$ cat src/hdl/biou_pkg.sv
// Package for the bounding-box IoU block: default sizes shared by the
// top level and the channel interfaces. No dependencies.
`timescale 1ns / 1ps

package biou_pkg;

   // Default coordinate width (signed, Q12.4 by default; fraction bits cancel)
   localparam int COORD_WIDTH_DEF = 16;

   // Default number of fractional bits in the ratio (2^R means 1.0)
   localparam int RATIO_FRAC_BITS_DEF = 16;

endpackage

$ cat src/hdl/biou_if.sv
// Valid/ready channel interfaces for the bounding-box IoU block:
// the box-pair request channel and the ratio response channel. Uses biou_pkg.
`timescale 1ns / 1ps

interface biou_req_if import biou_pkg::*; #(
   parameter int COORD_WIDTH = COORD_WIDTH_DEF
);
   logic                          valid;
   logic                          ready;
   logic signed [COORD_WIDTH-1:0] a_left;
   logic signed [COORD_WIDTH-1:0] a_top;
   logic signed [COORD_WIDTH-1:0] a_right;
   logic signed [COORD_WIDTH-1:0] a_bottom;
   logic signed [COORD_WIDTH-1:0] b_left;
   logic signed [COORD_WIDTH-1:0] b_top;
   logic signed [COORD_WIDTH-1:0] b_right;
   logic signed [COORD_WIDTH-1:0] b_bottom;

   modport source (
      output valid, a_left, a_top, a_right, a_bottom,
      output b_left, b_top, b_right, b_bottom,
      input  ready
   );
   modport sink (
      input  valid, a_left, a_top, a_right, a_bottom,
      input  b_left, b_top, b_right, b_bottom,
      output ready
   );
endinterface

interface biou_rsp_if import biou_pkg::*; #(
   parameter int RATIO_FRAC_BITS = RATIO_FRAC_BITS_DEF
);
   logic                       valid;
   logic                       ready;
   logic [RATIO_FRAC_BITS:0]   overlap_ratio;

   modport source (output valid, overlap_ratio, input ready);
   modport sink (input valid, overlap_ratio, output ready);
endinterface

$ cat src/hdl/biou_front.sv
// Front end of the IoU pipeline: box checks and extents, the three area
// products, and the union. Three register stages. Uses biou_pkg, biou_req_if.
`timescale 1ns / 1ps

module biou_front import biou_pkg::*; #(
   parameter int COORD_WIDTH = COORD_WIDTH_DEF
) (
   input  logic                      clock,
   input  logic                      reset,
   biou_req_if.sink                  req,
   output logic                      down_valid,
   input  logic                      down_ready,
   output logic [2*COORD_WIDTH-1:0]  down_num,
   output logic [2*COORD_WIDTH:0]    down_den
);

   localparam int W  = COORD_WIDTH;
   localparam int AW = 2 * COORD_WIDTH;

   // Positive difference of two signed coordinates, hi > lo assumed
   function automatic logic [W-1:0] extent(input logic signed [W-1:0] hi,
                                           input logic signed [W-1:0] lo);
      logic [W:0] d;
      d = {hi[W-1], hi} - {lo[W-1], lo};
      return d[W-1:0];
   endfunction

   // Per-stage ready: a stage takes a new item when empty or draining
   logic v1_ff, v2_ff, v3_ff;
   logic rdy1, rdy2, rdy3;

   assign rdy3      = !v3_ff || down_ready;
   assign rdy2      = !v2_ff || rdy3;
   assign rdy1      = !v1_ff || rdy2;
   assign req.ready = rdy1;

   // Stage 1: validity checks, intersection rectangle, extents
   logic signed [W-1:0] il, it, ir, ib;
   logic                ok_in;

   assign il = (req.a_left  > req.b_left)  ? req.a_left  : req.b_left;
   assign it = (req.a_top   > req.b_top)   ? req.a_top   : req.b_top;
   assign ir = (req.a_right < req.b_right) ? req.a_right : req.b_right;
   assign ib = (req.a_bottom < req.b_bottom) ? req.a_bottom : req.b_bottom;

   assign ok_in = (req.a_right > req.a_left) && (req.a_bottom > req.a_top) &&
                  (req.b_right > req.b_left) && (req.b_bottom > req.b_top) &&
                  (ir > il) && (ib > it);

   logic         ok1_ff;
   logic [W-1:0] aw1_ff, ah1_ff, bw1_ff, bh1_ff, iw1_ff, ih1_ff;

   always_ff @(posedge clock) begin
      if (reset) begin
         v1_ff <= 1'b0;
      end else if (rdy1) begin
         v1_ff <= req.valid;
      end
   end

   always_ff @(posedge clock) begin
      if (rdy1) begin
         ok1_ff <= ok_in;
         aw1_ff <= extent(req.a_right, req.a_left);
         ah1_ff <= extent(req.a_bottom, req.a_top);
         bw1_ff <= extent(req.b_right, req.b_left);
         bh1_ff <= extent(req.b_bottom, req.b_top);
         iw1_ff <= extent(ir, il);
         ih1_ff <= extent(ib, it);
      end
   end

   // Stage 2: the three area products
   logic          ok2_ff;
   logic [AW-1:0] area_a2_ff, area_b2_ff, inter2_ff;

   always_ff @(posedge clock) begin
      if (reset) begin
         v2_ff <= 1'b0;
      end else if (rdy2) begin
         v2_ff <= v1_ff;
      end
   end

   always_ff @(posedge clock) begin
      if (rdy2) begin
         ok2_ff     <= ok1_ff;
         area_a2_ff <= AW'(aw1_ff) * AW'(ah1_ff);
         area_b2_ff <= AW'(bw1_ff) * AW'(bh1_ff);
         inter2_ff  <= AW'(iw1_ff) * AW'(ih1_ff);
      end
   end

   // Stage 3: union; a rejected pair divides zero by one
   logic [AW-1:0] rest;
   logic [AW:0]   union_sum;
   logic [AW-1:0] num_in;
   logic [AW:0]   den_in;
   logic [AW-1:0] num3_ff;
   logic [AW:0]   den3_ff;

   assign rest      = area_b2_ff - inter2_ff;
   assign union_sum = {1'b0, area_a2_ff} + {1'b0, rest};
   assign num_in    = ok2_ff ? inter2_ff : '0;
   assign den_in    = ok2_ff ? union_sum : (AW+1)'(1);

   always_ff @(posedge clock) begin
      if (reset) begin
         v3_ff <= 1'b0;
      end else if (rdy3) begin
         v3_ff <= v2_ff;
      end
   end

   always_ff @(posedge clock) begin
      if (rdy3) begin
         num3_ff <= num_in;
         den3_ff <= den_in;
      end
   end

   assign down_valid = v3_ff;
   assign down_num   = num3_ff;
   assign down_den   = den3_ff;

endmodule

$ cat src/hdl/biou_div_stage.sv
// One restoring-division step of the IoU quotient pipeline: compare,
// subtract, shift, and record one quotient bit. Uses biou_pkg.
`timescale 1ns / 1ps

module biou_div_stage import biou_pkg::*; #(
   parameter int COORD_WIDTH     = COORD_WIDTH_DEF,
   parameter int RATIO_FRAC_BITS = RATIO_FRAC_BITS_DEF
) (
   input  logic                        clock,
   input  logic                        reset,
   input  logic                        up_valid,
   output logic                        up_ready,
   input  logic [2*COORD_WIDTH+1:0]    up_rem,
   input  logic [2*COORD_WIDTH:0]      up_den,
   input  logic [RATIO_FRAC_BITS:0]    up_quot,
   output logic                        down_valid,
   input  logic                        down_ready,
   output logic [2*COORD_WIDTH+1:0]    down_rem,
   output logic [2*COORD_WIDTH:0]      down_den,
   output logic [RATIO_FRAC_BITS:0]    down_quot
);

   localparam int DW = 2 * COORD_WIDTH + 2;
   localparam int R  = RATIO_FRAC_BITS;

   logic          valid_ff;
   logic [DW-1:0] rem_ff;
   logic [DW-2:0] den_ff;
   logic [R:0]    quot_ff;

   assign up_ready = !valid_ff || down_ready;

   // Subtract the divisor when it fits, then shift the next zero in
   logic          ge;
   logic [DW-1:0] diff;
   logic [DW-1:0] keep;
   logic [DW-1:0] rem_in;
   logic [R:0]    quot_in;

   assign ge      = up_rem >= {1'b0, up_den};
   assign diff    = up_rem - {1'b0, up_den};
   assign keep    = ge ? diff : up_rem;
   assign rem_in  = {keep[DW-2:0], 1'b0};
   assign quot_in = {up_quot[R-1:0], ge};

   always_ff @(posedge clock) begin
      if (reset) begin
         valid_ff <= 1'b0;
      end else if (up_ready) begin
         valid_ff <= up_valid;
      end
   end

   always_ff @(posedge clock) begin
      if (up_ready) begin
         rem_ff  <= rem_in;
         den_ff  <= up_den;
         quot_ff <= quot_in;
      end
   end

   assign down_valid = valid_ff;
   assign down_rem   = rem_ff;
   assign down_den   = den_ff;
   assign down_quot  = quot_ff;

endmodule

$ cat src/hdl/box_intersection_over_union_top.sv
// Top level of the bounding-box IoU block: front end plus a chain of
// division steps. Uses biou_pkg, biou_if, biou_front, biou_div_stage.
//
//   channel | dir | payload                                   | handshake
//   --------+-----+-------------------------------------------+-------------------
//   req     | in  | a_/b_ left, top, right, bottom (signed)   | req.valid/ready
//   rsp     | out | overlap_ratio (unsigned, 2^R means 1.0)   | rsp.valid/ready
//
// One box pair per cycle sustained while the response side is ready. Each pair
// passes three front stages, then one quotient bit per stage.
// Each stage holds its own valid bit and takes a new item when it is empty or
// its successor advances, so bubbles close up behind a stalled response.
// Synchronous reset empties every stage; payload registers are not reset.
`timescale 1ns / 1ps

module box_intersection_over_union_top import biou_pkg::*; #(
   parameter int COORD_WIDTH     = COORD_WIDTH_DEF,
   parameter int RATIO_FRAC_BITS = RATIO_FRAC_BITS_DEF
) (
   input  logic       clock,
   input  logic       reset,
   biou_req_if.sink   req,
   biou_rsp_if.source rsp
);

   localparam int AW = 2 * COORD_WIDTH;
   localparam int DW = 2 * COORD_WIDTH + 2;
   localparam int N  = RATIO_FRAC_BITS + 1;

   logic          f_valid, f_ready;
   logic [AW-1:0] f_num;
   logic [AW:0]   f_den;

   // Box checks, areas and union
   biou_front #(
      .COORD_WIDTH (COORD_WIDTH)
   ) u_front (
      .clock      (clock),
      .reset      (reset),
      .req        (req),
      .down_valid (f_valid),
      .down_ready (f_ready),
      .down_num   (f_num),
      .down_den   (f_den)
   );

   // Quotient chain, one bit per stage
   logic                     valid_s [0:N];
   logic                     ready_s [0:N];
   logic [DW-1:0]            rem_s   [0:N];
   logic [AW:0]              den_s   [0:N];
   logic [RATIO_FRAC_BITS:0] quot_s  [0:N];

   assign valid_s[0] = f_valid;
   assign f_ready    = ready_s[0];
   assign rem_s[0]   = {2'b00, f_num};
   assign den_s[0]   = f_den;
   assign quot_s[0]  = '0;

   for (genvar k = 0; k < N; k++) begin : g_div
      biou_div_stage #(
         .COORD_WIDTH     (COORD_WIDTH),
         .RATIO_FRAC_BITS (RATIO_FRAC_BITS)
      ) u_stage (
         .clock      (clock),
         .reset      (reset),
         .up_valid   (valid_s[k]),
         .up_ready   (ready_s[k]),
         .up_rem     (rem_s[k]),
         .up_den     (den_s[k]),
         .up_quot    (quot_s[k]),
         .down_valid (valid_s[k+1]),
         .down_ready (ready_s[k+1]),
         .down_rem   (rem_s[k+1]),
         .down_den   (den_s[k+1]),
         .down_quot  (quot_s[k+1])
      );
   end

   // Drive the response channel from the last stage
   assign rsp.valid         = valid_s[N];
   assign ready_s[N]        = rsp.ready;
   assign rsp.overlap_ratio = quot_s[N];

   // The ratio never exceeds 1.0
   a_ratio_bound : assert property (@(posedge clock) disable iff (reset)
      rsp.valid |-> (rsp.overlap_ratio <= {1'b1, {RATIO_FRAC_BITS{1'b0}}}))
      else $error("overlap ratio above one");

   // Intersection never exceeds the union entering the divider
   a_num_le_den : assert property (@(posedge clock) disable iff (reset)
      f_valid |-> ({1'b0, f_num} <= f_den))
      else $error("intersection larger than union");

   // A ready response side lets the whole chain advance
   a_ready_chain : assert property (@(posedge clock) disable iff (reset)
      rsp.ready |-> req.ready)
      else $error("request stalled while response ready");

   // Divisor entering the divider is never zero
   a_den_nonzero : assert property (@(posedge clock) disable iff (reset)
      f_valid |-> (f_den != '0))
      else $error("zero divisor");

endmodule

$ cat src/flat_wrapper.sv
// flat-port wrapper written by rule: the top's interface ports become plain ports
module box_intersection_over_union_top_flat import biou_pkg::*;
#(
   parameter int COORD_WIDTH     = COORD_WIDTH_DEF,
   parameter int RATIO_FRAC_BITS = RATIO_FRAC_BITS_DEF
)
  (clock, reset, req_valid, req_a_left, req_a_top, req_a_right, req_a_bottom, req_b_left, req_b_top, req_b_right, req_b_bottom, req_ready, rsp_valid, rsp_overlap_ratio, rsp_ready);
  biou_req_if #(.COORD_WIDTH(COORD_WIDTH)) req_i ();
  biou_rsp_if #(.RATIO_FRAC_BITS(RATIO_FRAC_BITS)) rsp_i ();
  input  logic clock;
  input  logic reset;
  input wire logic [$bits(req_i.valid)-1:0] req_valid;
  input wire logic [$bits(req_i.a_left)-1:0] req_a_left;
  input wire logic [$bits(req_i.a_top)-1:0] req_a_top;
  input wire logic [$bits(req_i.a_right)-1:0] req_a_right;
  input wire logic [$bits(req_i.a_bottom)-1:0] req_a_bottom;
  input wire logic [$bits(req_i.b_left)-1:0] req_b_left;
  input wire logic [$bits(req_i.b_top)-1:0] req_b_top;
  input wire logic [$bits(req_i.b_right)-1:0] req_b_right;
  input wire logic [$bits(req_i.b_bottom)-1:0] req_b_bottom;
  output wire logic [$bits(req_i.ready)-1:0] req_ready;
  output wire logic [$bits(rsp_i.valid)-1:0] rsp_valid;
  output wire logic [$bits(rsp_i.overlap_ratio)-1:0] rsp_overlap_ratio;
  input wire logic [$bits(rsp_i.ready)-1:0] rsp_ready;
  assign req_i.valid = req_valid;
  assign req_i.a_left = req_a_left;
  assign req_i.a_top = req_a_top;
  assign req_i.a_right = req_a_right;
  assign req_i.a_bottom = req_a_bottom;
  assign req_i.b_left = req_b_left;
  assign req_i.b_top = req_b_top;
  assign req_i.b_right = req_b_right;
  assign req_i.b_bottom = req_b_bottom;
  assign req_ready = req_i.ready;
  assign rsp_valid = rsp_i.valid;
  assign rsp_overlap_ratio = rsp_i.overlap_ratio;
  assign rsp_i.ready = rsp_ready;
  box_intersection_over_union_top #(.COORD_WIDTH(COORD_WIDTH), .RATIO_FRAC_BITS(RATIO_FRAC_BITS)) u_core (.clock(clock), .reset(reset), .req(req_i), .rsp(rsp_i));
endmodule
$ cat config.mk
export PLATFORM = sky130hd
export DESIGN_NAME = box_intersection_over_union_top_flat
export DESIGN_NICKNAME = d
export VERILOG_FILES = /design/src/hdl/biou_pkg.sv /design/src/hdl/biou_if.sv /design/src/hdl/biou_front.sv /design/src/hdl/biou_div_stage.sv /design/src/hdl/box_intersection_over_union_top.sv /design/src/flat_wrapper.sv
export SDC_FILE = /design/constraint.sdc
export NUM_CORES = 2
export LEC_CHECK = 0
export ABC_CLOCK_PERIOD_IN_PS = 17300
export BUFFER_PORTS_ARGS = -buffer_cell sky130_fd_sc_hd__buf_2
export CELL_PAD_IN_SITES_DETAIL_PLACEMENT = 1
export CELL_PAD_IN_SITES_GLOBAL_PLACEMENT = 2
export CORE_MARGIN = 2
export CORE_UTILIZATION = 40
export DETAILED_ROUTE_END_ITERATION = 10
export GPL_TIMING_DRIVEN = 0
export HOLD_SLACK_MARGIN = 0.08
export PLACE_DENSITY = 0.88
export SYNTH_ARGS = -nofsm -noshare
export SYNTH_HDL_FRONTEND = slang
export SYNTH_SLANG_ARGS = --single-unit
$ cat constraint.sdc
create_clock -name clock -period 17.3 [get_ports clock]
set_input_delay 0.865 -clock clock [delete_from_list [all_inputs] [get_ports clock]]
set_output_delay 0.865 -clock clock [all_outputs]
set_load 0.01 [all_outputs]
# Word level (Yosys, flattened, before mapping)
# Index checks and enable logic that the tools add are counted.
[totals]
reg_bits = 1488
input_bits = 132
out_inout_bits = 19
word_cells = 217
[op_classes]
order_cmp = 27
reduce_logical = 45
multipliers = 3
add_sub_neg = 24
n_mux = 20
[op_table]
columns = ["cell", "count"]
rows = [
  ["greater-or-equal comparator 34 x 33 -> 1 bit", 16],
  ["two-way mux 33 bit", 15],
  ["subtractor 33 bit", 15],
  ["greater-than comparator 16 bit", 8],
  ["multiplier 16 x 16 -> 32 bit", 3],
  ["subtractor 16 bit", 6],
  ["two-way mux 16 bit", 4],
  ["adder 32 x 32 -> 33 bit", 1],
  ["greater-or-equal comparator 32 x 33 -> 1 bit", 1],
  ["subtractor 32 x 33 -> 33 bit", 1],
  ["< comparator 16 bit", 2],
  ["two-way mux 32 bit", 1],
  ["subtractor 32 bit", 1],
  ["logical NOT 1 bit", 20],
  ["logical OR 1 bit", 20],
  ["logical AND 1 bit", 5],
]

# Depth between registers and ports, before layout
[depth]
word_depth = 21
ltp_mapped = 25
depth_no_buf = 25

# Modules after synthesis
# A second synthesis with hierarchy kept.
[unflattened]
hier_cells = 12226
area_unflattened_um2 = 130023.5
[modules_own_cells]
columns = ["mod", "area_per_inst_um2", "cells_per_inst", "instances", "seq_area_each_um2"]
rows = [
  ["biou_div_stage (u_core.g_div[0].u_stage ...)", 5111.2, 447, 16, 2512.4],
  ["biou_front", 43360.3, 4624, 1, 7837.5],
  ["biou_div_stage (u_core.g_div[16].u_stage)", 4880.9, 449, 1, 2512.4],
  ["box_intersection_over_union_top", 3.8, 1, 1, 0.0],
]

# Worst setup path after synthesis
# No wires, ideal clock.
[synth_timing]
path_kind = "input port to flip-flop"
start = "in rsp_ready"
end = "reg u_core.u_front.ah1_ff[0] (enable)"
setup_time_ps = 1187
required_ps = 16113
setup_slack_ps = 6985
cell_stages = 10
arrival_time_ps = 9127
n_path_buf = 0
cell_sequence = "nor2b_1 > and2_1 > inv_1 > nor2_1 > and2_1 > inv_1 > nor3_1 > nand3_1 > nor2_1 > nand3_1"
[synth_between]
elab_chain_cells = 20
[synth_rtl]
columns = ["item", "line_no", "source"]
rows = [
  ["start: declaration", "flat_wrapper.sv:24", "input wire logic [$bits(rsp_i.ready)-1:0] rsp_ready;"],
  ["logical OR 1 bit (2 in series)", "biou_div_stage.sv:31", "assign up_ready = !valid_ff || down_ready;"],
  ["net u_core.g_div[14].u_stage.down_ready", "biou_div_stage.sv:17", "input logic down_ready,"],
  ["logical OR 1 bit (4 in series)", "biou_div_stage.sv:31", ""],
  ["net u_core.g_div[10].u_stage.down_ready", "biou_div_stage.sv:17", ""],
  ["logical OR 1 bit (11 in series)", "biou_div_stage.sv:31", ""],
  ["net u_core.f_ready", "box_intersection_over_union_top.sv:30", "logic f_valid, f_ready;"],
  ["logical OR 1 bit", "biou_front.sv:32", "assign rdy3 = !v3_ff || down_ready;"],
  ["logical OR 1 bit", "biou_front.sv:33", "assign rdy2 = !v2_ff || rdy3;"],
  ["logical OR 1 bit", "biou_front.sv:34", "assign rdy1 = !v1_ff || rdy2;"],
  ["net req_ready", "flat_wrapper.sv:21", "output wire logic [$bits(req_i.ready)-1:0] req_ready;"],
  ["end signal: assignment", "biou_front.sv:65", "ah1_ff <= extent(req.a_bottom, req.a_top);"],
  ["end: declaration", "biou_front.sv:51", "logic [W-1:0] aw1_ff, ah1_ff, bw1_ff, bh1_ff, iw1_ff, ih1_ff;"],
]
# The timed path passes the listed nets, and every way through them passes these cells.
# A chain may end at the register's enable or synchronous reset.

# Worst setup path after layout
[layout_timing]
start = "reg u_core.u_front.bw1_ff[7]"
end = "reg u_core.u_front.area_b2_ff[31] (data pin)"
[layout_between]
elab_chain_cells = 1
[layout_rtl]
columns = ["item", "line_no", "source"]
rows = [
  ["start: declaration", "biou_front.sv:51", ""],
  ["start signal: assignment", "biou_front.sv:66", "bw1_ff <= extent(req.b_right, req.b_left);"],
  ["multiplier 16 x 16 -> 32 bit", "biou_front.sv:89", "area_b2_ff <= AW'(bw1_ff) * AW'(bh1_ff);"],
  ["end signal: assignment", "biou_front.sv:89", ""],
  ["end: declaration", "biou_front.sv:75", "logic [AW-1:0] area_a2_ff, area_b2_ff, inter2_ff;"],
]
# No other way between the ends.

==> results.json <==
{
  "fin_area_mm2": 0.126,
  "final_cell_mix": "1643 x inv_1, 1468 x edfxtp_1, 1092 x ha_1",
  "cts_tree": "yes",
  "rsz0062_at_grt": "no",
  "cts.clk_slew.worst_paths_ps": 60,
  "synth-edff-count": 1468,
  "cap_violations": 0,
  "yosys.area_share.xor_xnor_pct": 4.76,
  "initialDrtViolationCount": 4714,
  "fmax_ghz": 0.129,
  "synth_simple_gate_area_share_pct": 11.9,
  "post_cts_buffers": 0,
  "die_w_um": 538,
  "finish.net_count": 13272,
  "post_dp_cell_area_mm2": 0.120,
  "dp_hpwl_um": 293000,
  "max-clock-path-buffers": 4,
  "area_delta_synth_final_pct": 10.3,
  "die_h_um": 538,
  "cts_hold_buf": 0,
  "critPathRequiredTime_ps": 17800,
  "synth_fp_nets": 12924,
  "dr_total_vias": 83808,
  "wl_met2_um": 186000,
  "hold_viol_final": 0,
  "yosysWarningCount": 0,
  "grt_overflow": 0,
  "timing.final.crit_share_pct": 45.0,
  "setup_tns_ps": 0,
  "grt_max_degree": 74,
  "h-tree-depth": 4,
  "worst_r2r_path_depth": 24,
  "io_pins": 151,
  "ys_seq_area_share_pct": 39.0,
  "cts_buffers": 179,
  "min_path_cells": 4,
  "cts_root_buf": "clkbuf_16",
  "crit_top_cell": "fa_1",
  "fin_crit_ps": 7780,
  "gp_congestion": 0.932,
  "ant_nets": 0,
  "drtPass1Iterations": 5,
  "grt_first_pass_wirelength_um": 548000,
  "antenna_found_initial": 26,
  "first_global_vias": 91796,
  "start_util_pct": 40.3,
  "drive_above_1_share_pct": 6.35,
  "crit_path_cell_trace": "clkbuf_1 -> nand2_1 -> fa_1 -> inv_1 -> fa_1 -> inv_1 -> fa_1 -> inv_1 -> fa_1 -> fa_1 -> inv_1 -> fa_1 -> inv_1 -> ha_1 -> o21ai_0 -> a21oi_1 -> nand3_1 -> o21ai_0 -> a21o_1 -> a31o_2 -> a21oi_1 -> a21oi_1 -> nor2_1 -> xnor2_1",
  "io_buffer_count": 149,
  "worstPathArrival_ps": 8280,
  "syn-instance-count": 11094,
  "drc_errors": 0,
  "synth_seq_cells": 1488,
  "rows": 195,
  "hold_ws_ps": 299,
  "synth_top_family_by_area": "adder cells",
  "synth_area_per_cell_um2": 10.3,
  "hold_path_class": "in -> reg",
  "cts_sinks": 1488,
  "slowest_stage": "clkbuf_1",
  "synthFlopType": "edfxtp_1",
  "max_slew.worst_pin.slew_ps": 1130,
  "postCtsResizedCells": 0,
  "yosysUniqueCellTypes": 99,
  "drt_wl_total_um": 359000,
  "slew_viol_final": 0,
  "die_area_mm2": 0.289,
  "grt.total_usage_pct": 24.7,
  "avgRoutedWirePerCell_um": 23.4,
  "critPathMaxStageDelay_ps": 670,
  "synth_compound_area_share_pct": 13.0,
  "skew_ps": 105,
  "end_kind": "flop",
  "crit_fanout": 10,
  "netlist_area_mm2": 0.114,
  "synth-async-reset-ratio_pct": 0,
  "critPathLaunchType": "flop",
  "wl_met1_um": 141000,
  "path_class": "reg -> reg",
  "muxShareOfSynthArea_pct": 2.44,
  "synthAdderAreaFrac_pct": 22.6,
  "status": "complete, no violations",
  "wl_met3_um": 11800,
  "core-area_mm2": 0.283,
  "setup_viol": 0,
  "final_common_cell": "inv_1",
  "clkLatencyLatePin_ps": 880,
  "relSlewSlack_pct": 24.4,
  "top_layer": "met5",
  "avgViaCountPerCell": 5.47
}
-- cells in the mapped netlist, types with 139 or more instances --
library cell  instances  area share, %
fa_1                606             11
mux2_2              170            1.7
and2_1              425            2.3
o21ai_0             530            2.3
nand3_1             139           0.61
inv_1              1652            5.4
xor2_1              223            1.7
a21oi_1             742            3.3
ha_1               1092             12
clkbuf_1            194           0.64
xnor2_1             396            3.0
nor2_1              599            2.0
edfxtp_1           1468             39
nand2_1             942            3.1
a21o_1              340            2.2
-- registers in the layout, summed over array words and instances (netlist names), 16 cells and up --
signal / cells
u_core.g_div.u_stage.down_den: 528
u_core.g_div.u_stage.down_rem: 528
u_core.g_div.u_stage.down_quot: 153
u_core.u_front.down_den: 33
u_core.u_front.area_a2_ff: 32
u_core.u_front.area_b2_ff: 32
u_core.u_front.down_num: 32
u_core.u_front.inter2_ff: 32
u_core.g_div.u_stage.down_valid: 17
u_core.u_front.ah1_ff: 16
u_core.u_front.aw1_ff: 16
u_core.u_front.bh1_ff: 16
u_core.u_front.bw1_ff: 16
u_core.u_front.ih1_ff: 16
u_core.u_front.iw1_ff: 16
-- path summary, 6_finish.rpt --
check	startpoint	endpoint	slack (ps)
hold reg to reg	u_core.g_div[10].u_stage.down_quot[6]	u_core.g_div[11].u_stage.down_quot[7]	390
hold / removal	rsp_ready	u_core.g_div[16].u_stage.down_valid	300
setup / recovery	u_core.u_front.bw1_ff[7]	u_core.u_front.area_b2_ff[31]	9520
setup reg to reg	u_core.u_front.bw1_ff[7]	u_core.u_front.area_b2_ff[31]	9520
-- per-layer routing --
layer	up-vias	track usage (%)
li1	39107	-
met5	-	0
met1	42120	27.9
met2	1775	45.9
met3	782	2.59
met4	24	12.5
-- stage by stage --
stage          util (%)  setup slack [ps]  std cells
2_1_floorplan         -              6990      11094
6_report           44.5              9520      15328
3_3_place_gp       42.2              1210      14986
4_1_cts            44.5              9530      15324
5_1_grt            44.5              9250      15326
3_5_place_dp       42.4              9610      15003
-- cell type report --
class / count / area, µm²
Clock buffer: 220 / 4780
Tap cell: 3743 / 4680
Sequential cell: 1488 / 44500
Buffer: 233 / 948
Fill cell: 31526 / 157000
Multi-Input combinational cell: 7718 / 62400
Clock inverter: 101 / 980
Antenna cell: 3 / 7.51
Timing Repair Buffer: 167 / 1210
Inverter: 1655 / 6230
-- cells by family after synthesis --
group           count (synthesis)
compound gates               2344
mux                           253
flops                        1488
fa+ha+maj                    1698
buf+inv                      1888
simple gates                 2804
xor+xnor                      619
-- worst max-delay path, delay by kind of cell (launching register included) --
family / cells / cell delay [ps]
adders and majority gates: 7 / 3500
DFF: 1 / 580
and+or+nand+nor: 3 / 330
buffers and inverters: 6 / 950
xor gates and xnor gates: 1 / 520
AOI/OAI and AO/OA: 7 / 1580
Power is left out: the tool's default activity adds up to more than one toggle a clock period on the data nets, which glitch-free logic cannot reach.
